File: src/upc_pkg.sv
// Shared types, constants and helpers for the ultrasonic presence counter.
`timescale 1ns / 1ps

package upc_pkg;

    // Window length default and internal distance width (covers max + 10)
    localparam int WINDOW_LEN_DEF = 5;
    localparam int DIST_W         = 9;
    localparam int CFG_ADDR_W     = 5;

    // Register indexes on the config port (byte address = 4 * index)
    localparam logic [2:0] CFG_MIN_DIST   = 3'd0;
    localparam logic [2:0] CFG_MAX_DIST   = 3'd1;
    localparam logic [2:0] CFG_ENTER_THR  = 3'd2;
    localparam logic [2:0] CFG_EXIT_MARG  = 3'd3;
    localparam logic [2:0] CFG_MOVE_THR   = 3'd4;
    localparam logic [2:0] CFG_SPIKE_LIM  = 3'd5;
    localparam logic [2:0] CFG_CONFIRM_MS = 3'd6;
    localparam logic [2:0] CFG_ALARM_MS   = 3'd7;

    // Register reset values
    localparam logic [7:0]  RST_MIN_DIST   = 8'd5;
    localparam logic [7:0]  RST_MAX_DIST   = 8'd200;
    localparam logic [7:0]  RST_ENTER_THR  = 8'd50;
    localparam logic [5:0]  RST_EXIT_MARG  = 6'd6;
    localparam logic [7:0]  RST_MOVE_THR   = 8'd5;
    localparam logic [7:0]  RST_SPIKE_LIM  = 8'd75;
    localparam logic [15:0] RST_CONFIRM_MS = 16'd250;
    localparam logic [15:0] RST_ALARM_MS   = 16'd2000;

    // Distance substitutes and blink period
    localparam logic [DIST_W-1:0] TIMEOUT_EXTRA = 9'd10;
    localparam logic [DIST_W-1:0] RANGE_EXTRA   = 9'd5;
    localparam logic [DIST_W-1:0] DIST_CLIP     = 9'd255;
    localparam logic [31:0]       BLINK_MS      = 32'd500;

    // floor(us * 10 / 582) as a reciprocal multiply: exact for products below 2^18
    localparam int          ECHO_SCALED_W  = 18;
    localparam int          ECHO_PROD_W    = 36;
    localparam int          ECHO_DIV_SHIFT = 27;
    localparam logic [4:0]  ECHO_SCALE     = 5'd10;
    localparam logic [17:0] ECHO_DIV_MUL   = 18'd230615;

    // Input request
    typedef struct packed {
        logic        action;
        logic [13:0] echo_us;
        logic [31:0] now_ms;
    } t_in_req;

    // Result item
    typedef struct packed {
        logic [7:0]  distance_cm;
        logic        present;
        logic        confirmed;
        logic        still_alarm;
        logic        leds_on;
        logic [31:0] people_count;
        logic        counted_pulse;
        logic        confirmed_pulse;
    } t_out_res;

    // Configuration registers
    typedef struct packed {
        logic [7:0]  min_distance;
        logic [7:0]  max_distance;
        logic [7:0]  enter_threshold;
        logic [5:0]  exit_margin;
        logic [7:0]  movement_threshold;
        logic [7:0]  spike_limit;
        logic [15:0] confirm_time_ms;
        logic [15:0] alarm_time_ms;
    } t_cfg;

    // Captured sample after echo conversion
    typedef struct packed {
        logic              action;
        logic              timeout;
        logic [DIST_W-1:0] raw;
        logic [31:0]       now_ms;
    } t_smp;

    // Tracker status seen by the filter
    typedef struct packed {
        logic       present;
        logic [7:0] last_stable;
    } t_trk;

    function automatic logic [DIST_W-1:0] abs_diff(input logic [DIST_W-1:0] a,
                                                   input logic [DIST_W-1:0] b);
        return (a > b) ? (a - b) : (b - a);
    endfunction

endpackage

File: src/ultrasonic_presence_counter_core.sv
// Top level of the ultrasonic presence counter: request stage, result stage, config port.
//
//   Channel   Direction  Handshake                   Payload
//   in        sink       i_in_valid / o_in_stall     i_in  (upc_pkg::t_in_req)
//   out       source     o_out_valid / i_out_stall   o_out (upc_pkg::t_out_res)
//   config    sink       psel / penable / pready     paddr, pwdata, prdata
//
// One request per clock sustained while the output is not stalled; echo conversion feeds the
// request register, then filter and tracker feed the result register.
// The echo multiplier sits before the request register, the window average multiplier
// and presence logic between the request and result registers.
// Synchronous active-low reset; no clearing pass, the block takes requests right after.
// A stalled result holds in its register while one more request waits in the request stage.
`timescale 1ns / 1ps

module ultrasonic_presence_counter_core #(
    parameter int WINDOW_LEN = upc_pkg::WINDOW_LEN_DEF
) (
    input  logic                             i_clk,
    input  logic                             i_rst_n,
    input  logic                             i_in_valid,
    output logic                             o_in_stall,
    input  upc_pkg::t_in_req                 i_in,
    output logic                             o_out_valid,
    input  logic                             i_out_stall,
    output upc_pkg::t_out_res                o_out,
    input  logic                             psel,
    input  logic                             penable,
    input  logic                             pwrite,
    input  logic [upc_pkg::CFG_ADDR_W-1:0]   paddr,
    input  logic [31:0]                      pwdata,
    output logic [31:0]                      prdata,
    output logic                             pready
);

    upc_pkg::t_cfg              cfg;
    upc_pkg::t_trk              trk;
    upc_pkg::t_smp              r_smp;
    upc_pkg::t_smp              n_smp;
    upc_pkg::t_out_res          r_out;
    upc_pkg::t_out_res          res;
    logic                       r_smp_vld;
    logic                       r_out_vld;
    logic [upc_pkg::DIST_W-1:0] filt_dist;
    logic                       conv_timeout;
    logic [upc_pkg::DIST_W-1:0] conv_raw;
    logic                       out_take, out_free, advance, in_acc;

    upc_cfg_regs u_cfg (
        .i_clk   (i_clk),
        .i_rst_n (i_rst_n),
        .psel    (psel),
        .penable (penable),
        .pwrite  (pwrite),
        .paddr   (paddr),
        .pwdata  (pwdata),
        .prdata  (prdata),
        .pready  (pready),
        .o_cfg   (cfg)
    );

    upc_echo_conv u_conv (
        .i_echo_us (i_in.echo_us),
        .o_timeout (conv_timeout),
        .o_raw     (conv_raw)
    );

    // Handshake between the two stages
    assign out_take    = r_out_vld && !i_out_stall;
    assign out_free    = !r_out_vld || out_take;
    assign advance     = r_smp_vld && out_free;
    assign o_in_stall  = r_smp_vld && !out_free;
    assign in_acc      = i_in_valid && !o_in_stall;
    assign o_out_valid = r_out_vld;
    assign o_out       = r_out;

    assign n_smp.action  = i_in.action;
    assign n_smp.timeout = conv_timeout;
    assign n_smp.raw     = conv_raw;
    assign n_smp.now_ms  = i_in.now_ms;

    upc_filter #(
        .WINDOW_LEN (WINDOW_LEN)
    ) u_filter (
        .i_clk   (i_clk),
        .i_rst_n (i_rst_n),
        .i_step  (advance),
        .i_smp   (r_smp),
        .i_cfg   (cfg),
        .i_trk   (trk),
        .o_dist  (filt_dist)
    );

    upc_tracker u_trk (
        .i_clk   (i_clk),
        .i_rst_n (i_rst_n),
        .i_step  (advance),
        .i_smp   (r_smp),
        .i_dist  (filt_dist),
        .i_cfg   (cfg),
        .o_trk   (trk),
        .o_res   (res)
    );

    // Stage valid flags
    always_ff @(posedge i_clk) begin
        if (!i_rst_n) begin
            r_smp_vld <= 1'b0;
            r_out_vld <= 1'b0;
        end else begin
            if (in_acc) begin
                r_smp_vld <= 1'b1;
            end else if (advance) begin
                r_smp_vld <= 1'b0;
            end
            if (advance) begin
                r_out_vld <= 1'b1;
            end else if (out_take) begin
                r_out_vld <= 1'b0;
            end
        end
    end

    // Capture the request and the result
    always_ff @(posedge i_clk) begin
        if (in_acc) begin
            r_smp <= n_smp;
        end
        if (advance) begin
            r_out <= res;
        end
    end

endmodule

File: src/upc_cfg_regs.sv
// Configuration register file behind the APB-style port.
`timescale 1ns / 1ps

module upc_cfg_regs (
    input  logic                             i_clk,
    input  logic                             i_rst_n,
    input  logic                             psel,
    input  logic                             penable,
    input  logic                             pwrite,
    input  logic [upc_pkg::CFG_ADDR_W-1:0]   paddr,
    input  logic [31:0]                      pwdata,
    output logic [31:0]                      prdata,
    output logic                             pready,
    output upc_pkg::t_cfg                    o_cfg
);

    upc_pkg::t_cfg r_cfg;
    logic [2:0]    reg_idx;
    logic          wr_en;

    assign pready  = 1'b1;
    assign reg_idx = paddr[4:2];
    assign wr_en   = psel && penable && pwrite;
    assign o_cfg   = r_cfg;

    // Write the addressed register
    always_ff @(posedge i_clk) begin
        if (!i_rst_n) begin
            r_cfg.min_distance       <= upc_pkg::RST_MIN_DIST;
            r_cfg.max_distance       <= upc_pkg::RST_MAX_DIST;
            r_cfg.enter_threshold    <= upc_pkg::RST_ENTER_THR;
            r_cfg.exit_margin        <= upc_pkg::RST_EXIT_MARG;
            r_cfg.movement_threshold <= upc_pkg::RST_MOVE_THR;
            r_cfg.spike_limit        <= upc_pkg::RST_SPIKE_LIM;
            r_cfg.confirm_time_ms    <= upc_pkg::RST_CONFIRM_MS;
            r_cfg.alarm_time_ms      <= upc_pkg::RST_ALARM_MS;
        end else if (wr_en) begin
            case (reg_idx)
                upc_pkg::CFG_MIN_DIST:   r_cfg.min_distance       <= pwdata[7:0];
                upc_pkg::CFG_MAX_DIST:   r_cfg.max_distance       <= pwdata[7:0];
                upc_pkg::CFG_ENTER_THR:  r_cfg.enter_threshold    <= pwdata[7:0];
                upc_pkg::CFG_EXIT_MARG:  r_cfg.exit_margin        <= pwdata[5:0];
                upc_pkg::CFG_MOVE_THR:   r_cfg.movement_threshold <= pwdata[7:0];
                upc_pkg::CFG_SPIKE_LIM:  r_cfg.spike_limit        <= pwdata[7:0];
                upc_pkg::CFG_CONFIRM_MS: r_cfg.confirm_time_ms    <= pwdata[15:0];
                upc_pkg::CFG_ALARM_MS:   r_cfg.alarm_time_ms      <= pwdata[15:0];
                default: ;
            endcase
        end
    end

    // Read back
    always_comb begin
        case (reg_idx)
            upc_pkg::CFG_MIN_DIST:   prdata = {24'd0, r_cfg.min_distance};
            upc_pkg::CFG_MAX_DIST:   prdata = {24'd0, r_cfg.max_distance};
            upc_pkg::CFG_ENTER_THR:  prdata = {24'd0, r_cfg.enter_threshold};
            upc_pkg::CFG_EXIT_MARG:  prdata = {26'd0, r_cfg.exit_margin};
            upc_pkg::CFG_MOVE_THR:   prdata = {24'd0, r_cfg.movement_threshold};
            upc_pkg::CFG_SPIKE_LIM:  prdata = {24'd0, r_cfg.spike_limit};
            upc_pkg::CFG_CONFIRM_MS: prdata = {16'd0, r_cfg.confirm_time_ms};
            upc_pkg::CFG_ALARM_MS:   prdata = {16'd0, r_cfg.alarm_time_ms};
            default:                 prdata = 32'd0;
        endcase
    end

endmodule

File: src/upc_echo_conv.sv
// Echo width to whole centimetres by reciprocal multiplication.
`timescale 1ns / 1ps

module upc_echo_conv (
    input  logic [13:0]                  i_echo_us,
    output logic                         o_timeout,
    output logic [upc_pkg::DIST_W-1:0]   o_raw
);

    logic [upc_pkg::ECHO_SCALED_W-1:0] scaled;
    logic [upc_pkg::ECHO_PROD_W-1:0]   prod;

    // Scale by ten, then divide by 582 through the reciprocal
    assign scaled    = upc_pkg::ECHO_SCALED_W'(i_echo_us) *
                       upc_pkg::ECHO_SCALED_W'(upc_pkg::ECHO_SCALE);
    assign prod      = upc_pkg::ECHO_PROD_W'(scaled) *
                       upc_pkg::ECHO_PROD_W'(upc_pkg::ECHO_DIV_MUL);
    assign o_raw     = prod[upc_pkg::ECHO_DIV_SHIFT +: upc_pkg::DIST_W];
    assign o_timeout = (i_echo_us == 14'd0);

endmodule

File: src/upc_filter.sv
// Range check, spike rejection and moving-average window.
`timescale 1ns / 1ps

module upc_filter #(
    parameter int WINDOW_LEN = upc_pkg::WINDOW_LEN_DEF
) (
    input  logic                         i_clk,
    input  logic                         i_rst_n,
    input  logic                         i_step,
    input  upc_pkg::t_smp                i_smp,
    input  upc_pkg::t_cfg                i_cfg,
    input  upc_pkg::t_trk                i_trk,
    output logic [upc_pkg::DIST_W-1:0]   o_dist
);

    localparam int POS_W     = (WINDOW_LEN > 1) ? $clog2(WINDOW_LEN) : 1;
    localparam int SUM_W     = $clog2(255 * WINDOW_LEN + 1);
    localparam int AVG_SHIFT = SUM_W + 5;
    localparam int MUL_W     = AVG_SHIFT + 1;
    localparam int PROD_W    = SUM_W + MUL_W;
    localparam logic [MUL_W-1:0] AVG_MUL =
        MUL_W'(((64'd1 << AVG_SHIFT) + WINDOW_LEN - 1) / WINDOW_LEN);
    localparam logic [POS_W-1:0] POS_LAST = POS_W'(WINDOW_LEN - 1);
    localparam logic [SUM_W-1:0] SUM_RST  =
        SUM_W'(int'(upc_pkg::RST_MAX_DIST) * WINDOW_LEN);

    logic [7:0]                  r_win [WINDOW_LEN];
    logic [SUM_W-1:0]            r_sum;
    logic [POS_W-1:0]            r_pos;
    logic [SUM_W-1:0]            n_sum;
    logic [PROD_W-1:0]           avg_prod;
    logic [upc_pkg::DIST_W-1:0]  max9;
    logic                        out_of_range;
    logic                        spike;
    logic                        take;

    assign max9         = {1'b0, i_cfg.max_distance};
    assign out_of_range = (i_smp.raw < {1'b0, i_cfg.min_distance}) || (i_smp.raw > max9);
    assign spike        = i_trk.present &&
                          (upc_pkg::abs_diff(i_smp.raw, {1'b0, i_trk.last_stable}) >
                           {1'b0, i_cfg.spike_limit});
    assign take         = !i_smp.action && !i_smp.timeout && !out_of_range && !spike;

    // Replace the oldest entry in the running sum
    assign n_sum    = r_sum - SUM_W'(r_win[r_pos]) + SUM_W'(i_smp.raw[7:0]);
    assign avg_prod = PROD_W'(n_sum) * PROD_W'(AVG_MUL);

    // Pick the distance for this sample
    always_comb begin
        if (i_smp.timeout) begin
            o_dist = max9 + upc_pkg::TIMEOUT_EXTRA;
        end else if (out_of_range) begin
            o_dist = max9 + upc_pkg::RANGE_EXTRA;
        end else if (spike) begin
            o_dist = {1'b0, i_trk.last_stable};
        end else begin
            o_dist = {1'b0, avg_prod[AVG_SHIFT +: 8]};
        end
    end

    // Advance the window on an accepted sample
    always_ff @(posedge i_clk) begin
        if (!i_rst_n) begin
            for (int i = 0; i < WINDOW_LEN; i++) begin
                r_win[i] <= upc_pkg::RST_MAX_DIST;
            end
            r_sum <= SUM_RST;
            r_pos <= '0;
        end else if (i_step && take) begin
            r_win[r_pos] <= i_smp.raw[7:0];
            r_sum        <= n_sum;
            r_pos        <= (r_pos == POS_LAST) ? '0 : r_pos + 1'b1;
        end
    end

endmodule

File: src/upc_tracker.sv
// Presence, confirmation, stillness alarm, LED blink and people count.
`timescale 1ns / 1ps

module upc_tracker (
    input  logic                         i_clk,
    input  logic                         i_rst_n,
    input  logic                         i_step,
    input  upc_pkg::t_smp                i_smp,
    input  logic [upc_pkg::DIST_W-1:0]   i_dist,
    input  upc_pkg::t_cfg                i_cfg,
    output upc_pkg::t_trk                o_trk,
    output upc_pkg::t_out_res            o_res
);

    logic        r_present, r_confirmed, r_alarm, r_led;
    logic [7:0]  r_last;
    logic [31:0] r_entry, r_move, r_toggle, r_count;

    logic        n_present, n_confirmed, n_alarm, n_led;
    logic [7:0]  n_last;
    logic [31:0] n_entry, n_move, n_toggle, n_count;
    logic        cnt_pulse, conf_pulse;

    logic [upc_pkg::DIST_W-1:0] exit_lvl;
    logic                       moved;
    logic [31:0]                now;

    assign now      = i_smp.now_ms;
    assign exit_lvl = {1'b0, i_cfg.enter_threshold} + upc_pkg::DIST_W'(i_cfg.exit_margin);
    assign moved    = upc_pkg::abs_diff(i_dist, {1'b0, r_last}) >
                      {1'b0, i_cfg.movement_threshold};

    assign o_trk.present     = r_present;
    assign o_trk.last_stable = r_last;

    // Next state for one request
    always_comb begin
        n_present   = r_present;
        n_confirmed = r_confirmed;
        n_alarm     = r_alarm;
        n_led       = r_led;
        n_last      = r_last;
        n_entry     = r_entry;
        n_move      = r_move;
        n_toggle    = r_toggle;
        n_count     = r_count;
        cnt_pulse   = 1'b0;
        conf_pulse  = 1'b0;
        if (i_smp.action) begin
            // Counter reset command
            n_count     = 32'd0;
            n_present   = 1'b0;
            n_confirmed = 1'b0;
            n_last      = i_cfg.max_distance;
            n_alarm     = 1'b0;
            n_led       = 1'b0;
        end else begin
            if (i_dist < {1'b0, i_cfg.enter_threshold}) begin
                if (!r_present) begin
                    n_present   = 1'b1;
                    n_confirmed = 1'b0;
                    n_entry     = now;
                    n_move      = now;
                end else begin
                    if (moved) begin
                        n_move = now;
                        if (r_alarm) begin
                            n_alarm = 1'b0;
                            n_led   = 1'b0;
                        end
                    end
                    if (!r_confirmed && ((now - r_entry) >= 32'(i_cfg.confirm_time_ms))) begin
                        n_confirmed = 1'b1;
                        conf_pulse  = 1'b1;
                    end
                    if (n_confirmed && !n_alarm &&
                        ((now - n_move) >= 32'(i_cfg.alarm_time_ms))) begin
                        n_alarm  = 1'b1;
                        n_toggle = now;
                    end
                end
                n_last = i_dist[7:0];
            end else if (i_dist >= exit_lvl) begin
                // Confirmed exit bumps the count
                if (r_present) begin
                    if (r_confirmed) begin
                        n_count   = r_count + 32'd1;
                        cnt_pulse = 1'b1;
                    end
                    n_present   = 1'b0;
                    n_confirmed = 1'b0;
                    n_last      = i_cfg.max_distance;
                    if (r_alarm) begin
                        n_alarm = 1'b0;
                        n_led   = 1'b0;
                    end
                end
            end
            // Blink while the alarm holds
            if (n_alarm && ((now - n_toggle) >= upc_pkg::BLINK_MS)) begin
                n_toggle = now;
                n_led    = !n_led;
            end
        end
    end

    // Result fields
    always_comb begin
        if (i_smp.action) begin
            o_res.distance_cm = 8'd0;
        end else if (i_dist > upc_pkg::DIST_CLIP) begin
            o_res.distance_cm = 8'd255;
        end else begin
            o_res.distance_cm = i_dist[7:0];
        end
        o_res.present         = n_present;
        o_res.confirmed       = n_confirmed;
        o_res.still_alarm     = n_alarm;
        o_res.leds_on         = n_led;
        o_res.people_count    = n_count;
        o_res.counted_pulse   = cnt_pulse;
        o_res.confirmed_pulse = conf_pulse;
    end

    // Hold state between requests
    always_ff @(posedge i_clk) begin
        if (!i_rst_n) begin
            r_present   <= 1'b0;
            r_confirmed <= 1'b0;
            r_alarm     <= 1'b0;
            r_led       <= 1'b0;
            r_last      <= upc_pkg::RST_MAX_DIST;
            r_entry     <= 32'd0;
            r_move      <= 32'd0;
            r_toggle    <= 32'd0;
            r_count     <= 32'd0;
        end else if (i_step) begin
            r_present   <= n_present;
            r_confirmed <= n_confirmed;
            r_alarm     <= n_alarm;
            r_led       <= n_led;
            r_last      <= n_last;
            r_entry     <= n_entry;
            r_move      <= n_move;
            r_toggle    <= n_toggle;
            r_count     <= n_count;
        end
    end

endmodule
File: config.mk
export PLATFORM = sky130hd
export DESIGN_NAME = ultrasonic_presence_counter_core
export DESIGN_NICKNAME = d
export VERILOG_FILES = /design/src/upc_pkg.sv /design/src/ultrasonic_presence_counter_core.sv /design/src/upc_cfg_regs.sv /design/src/upc_echo_conv.sv /design/src/upc_filter.sv /design/src/upc_tracker.sv
export SDC_FILE = /design/constraint.sdc
export NUM_CORES = 2
export LEC_CHECK = 0
export BUFFER_PORTS_ARGS = -buffer_cell sky130_fd_sc_hd__buf_2
export CAP_MARGIN = 20
export CORE_MARGIN = 4
export CORE_UTILIZATION = 40
export CTS_CLUSTER_DIAMETER = 200
export CTS_CLUSTER_SIZE = 10
export DETAILED_ROUTE_END_ITERATION = 7
export PLACE_DENSITY = 0.61
export SLEW_MARGIN = 40
export SYNTH_ARGS = -nofsm -noshare
export SYNTH_HDL_FRONTEND = slang
export SYNTH_SLANG_ARGS = --single-unit
File: constraint.sdc
create_clock -name i_clk -period 42 [get_ports i_clk]
set_input_delay 4.2 -clock i_clk [delete_from_list [all_inputs] [get_ports i_clk]]
set_output_delay 4.2 -clock i_clk [all_outputs]
set_load 0.02 [all_outputs]
Word level (Yosys, flattened, before mapping)
Memory sizes are Yosys's and may differ from the RTL's. A register that Yosys moved wholly into a read port is not among the register bits.
Cells that the tools add are included.
{"block": "word_totals", "ff_bits": 323, "ram_bits": 40, "in_bits": 91, "mem_count": 1}
{"memory": "u_filter.r_win", "words": 5, "width": 8, "read_ports": 1, "rd_clocked_by_memory_dff": 1, "write_ports": 5, "line": "upc_filter.sv:27", "source": "logic [7:0] r_win [WINDOW_LEN];"}
{"block": "classes", "addsub": 14, "mul": 3, "order_cmp": 12, "eq_ne": 8, "mux": 74, "bitwise_logic": 4, "reduce_logical": 49}
{"op": "2-to-1 mux 32 bit", "n": 15}
{"op": "one-hot mux 32 bit (8 select lines)", "n": 1}
{"op": "subtractor 32 bit", "n": 3}
{"op": ">= comparator 32 x 16 -> 1 bit", "n": 2}
{"op": "2-to-1 mux 8 bit", "n": 7}
{"op": "greater-than comparator 9 x 8 -> 1 bit", "n": 5}
{"op": "2-to-1 mux 1 bit", "n": 43}
{"op": "2-to-1 mux 9 bit", "n": 4}
{"op": "multiplier 17 x 18 -> 35 bit (second input constant)", "n": 1}
{"op": "adder 32 x 1 -> 32 bit (second input constant)", "n": 1}
{"op": ">= comparator 32 x 9 -> 1 bit (second input constant)", "n": 1}
{"op": "multiplier 11 x 12 -> 22 bit (second input constant)", "n": 1}
{"op": "less-than comparator 9 x 8 -> 1 bit", "n": 2}
{"op": "AND reduction 2 bit", "n": 9}
{"op": "subtractor 8 x 9 -> 9 bit", "n": 2}
{"op": "subtractor 9 x 8 -> 9 bit", "n": 2}
{"op": "multiplier 14 x 3 -> 17 bit (second input constant)", "n": 1}
{"op": "equality test 3 bit (second input constant)", "n": 5}
{"op": "logical AND 1 bit", "n": 15}
{"op": "zero test 14 bit", "n": 1}
{"op": "2-to-1 mux 3 bit", "n": 4}
{"op": "adder 11 x 8 -> 11 bit", "n": 1}
{"op": "zero test 1 bit", "n": 11}
{"op": "subtractor 11 x 8 -> 11 bit", "n": 1}
{"op": "18 further kinds", "n": 26}

Longest topological paths before layout
{"block": "depth", "word_depth": 26, "mapped_depth": 109, "mapped_depth_nobuf": 100}

Cells and area by module
From an unflattened synthesis, not the netlist that was laid out.
{"block": "unflattened", "cells_unflattened": 4037, "area_unflattened_um2": 35761.8}
{"module": "upc_tracker", "instances": 1, "cells_per_inst": 2060, "area_each_um2": 15388.5, "seq_area_each_um2": 2802.7}
{"module": "upc_filter", "instances": 1, "cells_per_inst": 791, "area_each_um2": 7982.7, "seq_area_each_um2": 2262.2}
{"module": "upc_echo_conv", "instances": 1, "cells_per_inst": 635, "area_each_um2": 5879.4, "seq_area_each_um2": 0.0}
{"module": "upc_cfg_regs", "instances": 1, "cells_per_inst": 454, "area_each_um2": 3754.9, "seq_area_each_um2": 1561.5}
{"module": "ultrasonic_presence_counter_core", "instances": 1, "cells_per_inst": 97, "area_each_um2": 2756.4, "seq_area_each_um2": 2712.6}

Worst setup path before layout
OpenSTA, ideal clock, no wires.
{"block": "synth_timing", "kind": "register -> register", "startpoint": "register with a tool-made name", "endpoint": "register u_trk.r_toggle[1]", "setup_ns": 0.119, "arrival_time_ns": 22.212, "setup_slack_ns": 19.669, "stages_incl_launch_ff": 101, "cell_sequence": "dfxtp_1 -> clkbuf_1 -> buf_1 -> mux4_2 -> mux2_2 -> fa_1 -> fa_1 -> nor2b_1 -> o21ai_0 -> a21boi_0 -> o21ai_0 -> a21boi_0 -> o21ai_0 -> and3_1 -> nor2_1 -> xor2_1 -> inv_1 -> fa_1 -> (+65 left out) -> ha_1 -> clkbuf_1 -> nand3_1 -> nor3_1 -> or4_1 -> nor4_1 -> o2111ai_1 -> or4_1 -> a2111o_1 -> nor4_1 -> nand4_1 -> a2111oi_0 -> a2111o_1 -> nor3_1 -> or3_1 -> buf_6 -> buf_12 -> mux2i_1"}
{"item": "end signal: assignment", "line": "upc_tracker.sv:145", "source": "r_toggle <= n_toggle;"}
{"item": "end: declaration", "line": "upc_tracker.sv:17", "source": "logic [31:0] r_entry, r_move, r_toggle, r_count;"}

==> impl_metrics.tcl <==
set metrics [dict create \
    seq_area_frac_synth_pct 26.5 \
    worstRegToRegCells 94 \
    tightest_slew_ns 0.881 \
    fp-row-count 108 \
    final_nets 4694 \
    reg2reg_to "u_trk.r_toggle[0]" \
    synth_top_area_share_pct 16.4 \
    start_util_pct 40.5 \
    cts_buffer_depth 3 \
    slowest_stage "dfxtp_1" \
    coreArea_mm2 0.0870 \
    grt_setup_unrepaired "no" \
    grt_usage_pct 19.9 \
    regToRegSetupSlack_ns 16.03 \
    synth.distinct_cells 93 \
    layout_min_cycle_time_ns 25.97 \
    htreeDepth 2 \
    status "complete, no violations" \
    cts_buffers 44 \
    yosys_warnings 0 \
    overflow 0 \
    ios 172 \
    yosysTopAreaCell "ha_1" \
    design.die.area_mm2 0.0929 \
    cts.clk_slew.worst_paths_ns 0.05 \
    hold_viol_final 0 \
    vias 27917 \
    dpl.cell_count 5105 \
    postCtsHoldBufs 0 \
    setup.worst_path.end "u_trk.r_toggle[0]" \
    synth_seq_cells 390 \
    postCtsSetupBuffers 0 \
    grt_pass1_vias 27155 \
    async_flop_share_pct 0 \
    clock_latency_ns 0.61 \
    stdcell_count 5186 \
    yosys-top-cells-area "ha_1 (16%), dfxtp_1 (13%), edfxtp_1 (13%)" \
    path_common_cell "o21ai_0" \
    tritoncts "done" \
    die_h_um 305 \
    synth_top_cells_by_count "nand2_1 (464), ha_1 (463), inv_1 (462)" \
    first_iter_violations 1943 \
    ant_nets 0 \
    min_path_type "flop to flop" \
    cts.repair.resized 0 \
    max_stage_delay_ns 0.85 \
    worst-path-stages 94 \
    grt_pass1_wl_um 150000 \
    syn_area_mm2 0.0352 \
    dpl.hpwl_um 71500 \
    worstPathRequired_ns 42.43 \
    grt_antenna_before_repair 12 \
    grt_max_degree 100 \
    port_buffers 136 \
    globalplace.congestion 0.912 \
    cp_top_family "compound AO/OA/AOI/OAI gates" \
    drt_pass1_iterations 5 \
    fin_tns_setup_ns 0 \
    critical_path_class "flop to flop" \
    cts.sinks 390 \
    finalSetupViolations 0 \
    critPathArrivalTime_ns 26.40 \
    worstSetupEndpointType "flop" \
    path_buf_inv 5 \
    synth-edff-count 153 \
    post_drt_wl_per_cell_um 18.1 \
    cp_max_fo 43 \
    die_x_um 305 \
    slew_violations 0 \
    drc 0 \
    fmax_mhz 38.5 \
    synth-main-ff-cell "dfxtp_1" \
    syn-instance-count 3953 \
    yosysMostFrequentCell "nand2_1" \
    fin_crit_sh_pct 61.8 \
    viasPerCell 5.38 \
    ctsRootBufferMaster "clkbuf_16" \
    routed_wl_um 93600 \
    startpoint_type "flop" \
    synthToLayoutAreaGrowth_pct 8.32 \
    drive_above_1_share_pct 7.53 \
    nFillCells 8650 \
    skew_ns 0.0428 \
    timing.slew.headroom_pct 41.3 \
    max-cap-violations 0 \
    syn_avg_cell_area_um2 8.91 \
]
sequential cells by signal (all words and copies together) (netlist names), named ones only:
| signal | cells |
|---|---|
| u_trk.r_last | 8 |
| r_smp_vld | 1 |
| u_trk.r_count | 32 |
| o_out_valid | 1 |
| u_trk.r_confirmed | 1 |
| u_filter.r_win | 64 |
| r_smp | 43 |
| u_cfg.o_cfg | 78 |
| u_trk.r_entry | 32 |
| u_trk.r_alarm | 1 |
| u_filter.r_pos | 3 |
| u_trk.r_led | 1 |
| u_trk.r_present | 1 |
| u_filter.r_sum | 11 |
| o_out | 46 |
| u_trk.r_toggle | 32 |
| u_trk.r_move | 32 |
metrics by stage:
stage / hold slack (ns) / utilization, % / instance area (µm²) / setup WS, ns
after floorplan: 0.431 / - / 35300 / 19.67
after global placement: 0.442 / 42.4 / 36900 / 15.62
after detailed placement: 0.448 / 42.4 / 36900 / 16.02
after CTS: 0.458 / 43.8 / 38100 / 15.91
after global routing: 0.477 / 43.8 / 38200 / 14.03
final: 0.456 / 43.9 / 38200 / 16.03
cell families (layout without fill, tap and decap cells):
logic type      after synthesis  count (layout)  share of synthesized area, %
compound gates              845             845                          16.3
xor+xnor                    133             133                          3.35
fa+ha+maj                   608             608                          24.7
buf+inv                     645             701                          7.26
flops                       390             390                          26.5
mux                         199             199                          6.65
other cells                   2              24                        0.0213
simple gates               1131            1131                          15.3
worst min path at each step:
stage | from | endpoint | slack [ns] | cells past startpoint
finish | u_trk.r_toggle[0] | u_trk.r_toggle[0] | 0.46 | 2
global route | u_trk.r_toggle[14] | u_trk.r_toggle[14] | 0.48 | 2
detailed placement | u_trk.r_toggle[3] | u_trk.r_toggle[3] | 0.45 | 2
global placement | u_trk.r_toggle[8] | u_trk.r_toggle[8] | 0.44 | 2
floorplan | u_trk.r_toggle[0] | u_trk.r_toggle[0] | 0.43 | 2
CTS | u_trk.r_toggle[0] | u_trk.r_toggle[0] | 0.46 | 2
area by class of cell:
class                           instances  area (µm²)  share of cell area, %
Clock inverter                          3        45.0                  0.118
Multi-Input combinational cell       2933       23500                   61.5
Clock buffer                           71        1200                   3.15
Timing Repair Buffer                  164         910                   2.38
Inverter                              463        1740                   4.56
Antenna cell                            7        17.5                 0.0459
Sequential cell                       390        9340                   24.5
Tap cell                             1155        1450                   3.79
layout by cell type (no fill, tap or decap), types with 51 or more instances in the layout:
cell type / count
nor2_1: 200
xnor2_1: 70
a21o_1: 80
xor2_1: 62
mux2i_1: 147
ha_1: 463
a21boi_0: 123
edfxtp_1: 153
a21oi_1: 187
dfxtp_1: 237
nand3_1: 62
o21ai_0: 139
nor3_1: 54
fa_1: 144
nor2b_1: 80
o211ai_1: 51
nand2_1: 463
buf_2: 134
inv_1: 461
per-layer routing:
layer	track usage, %	wire [µm]
met4	4.98	2450
met2	31.8	41700
met3	2.80	4790
met5	0	7
met1	28.3	44700
worst register-to-register path: cells and delay by family, from the launching register on:
kind                     cells  cell delay (ns)
XOR/XNOR                     3             0.76
buffers and inverters        5             1.20
AO/OA/AOI/OAI               43             9.54
AND/OR/NAND/NOR             24             6.83
flip-flops                   1             0.85
multiplexers                 7             1.77
adder cells (fa/ha/maj)     12             4.89
Power is not shown: default switching activity piles up to over one toggle a cycle in this logic, so the estimate is an artifact.
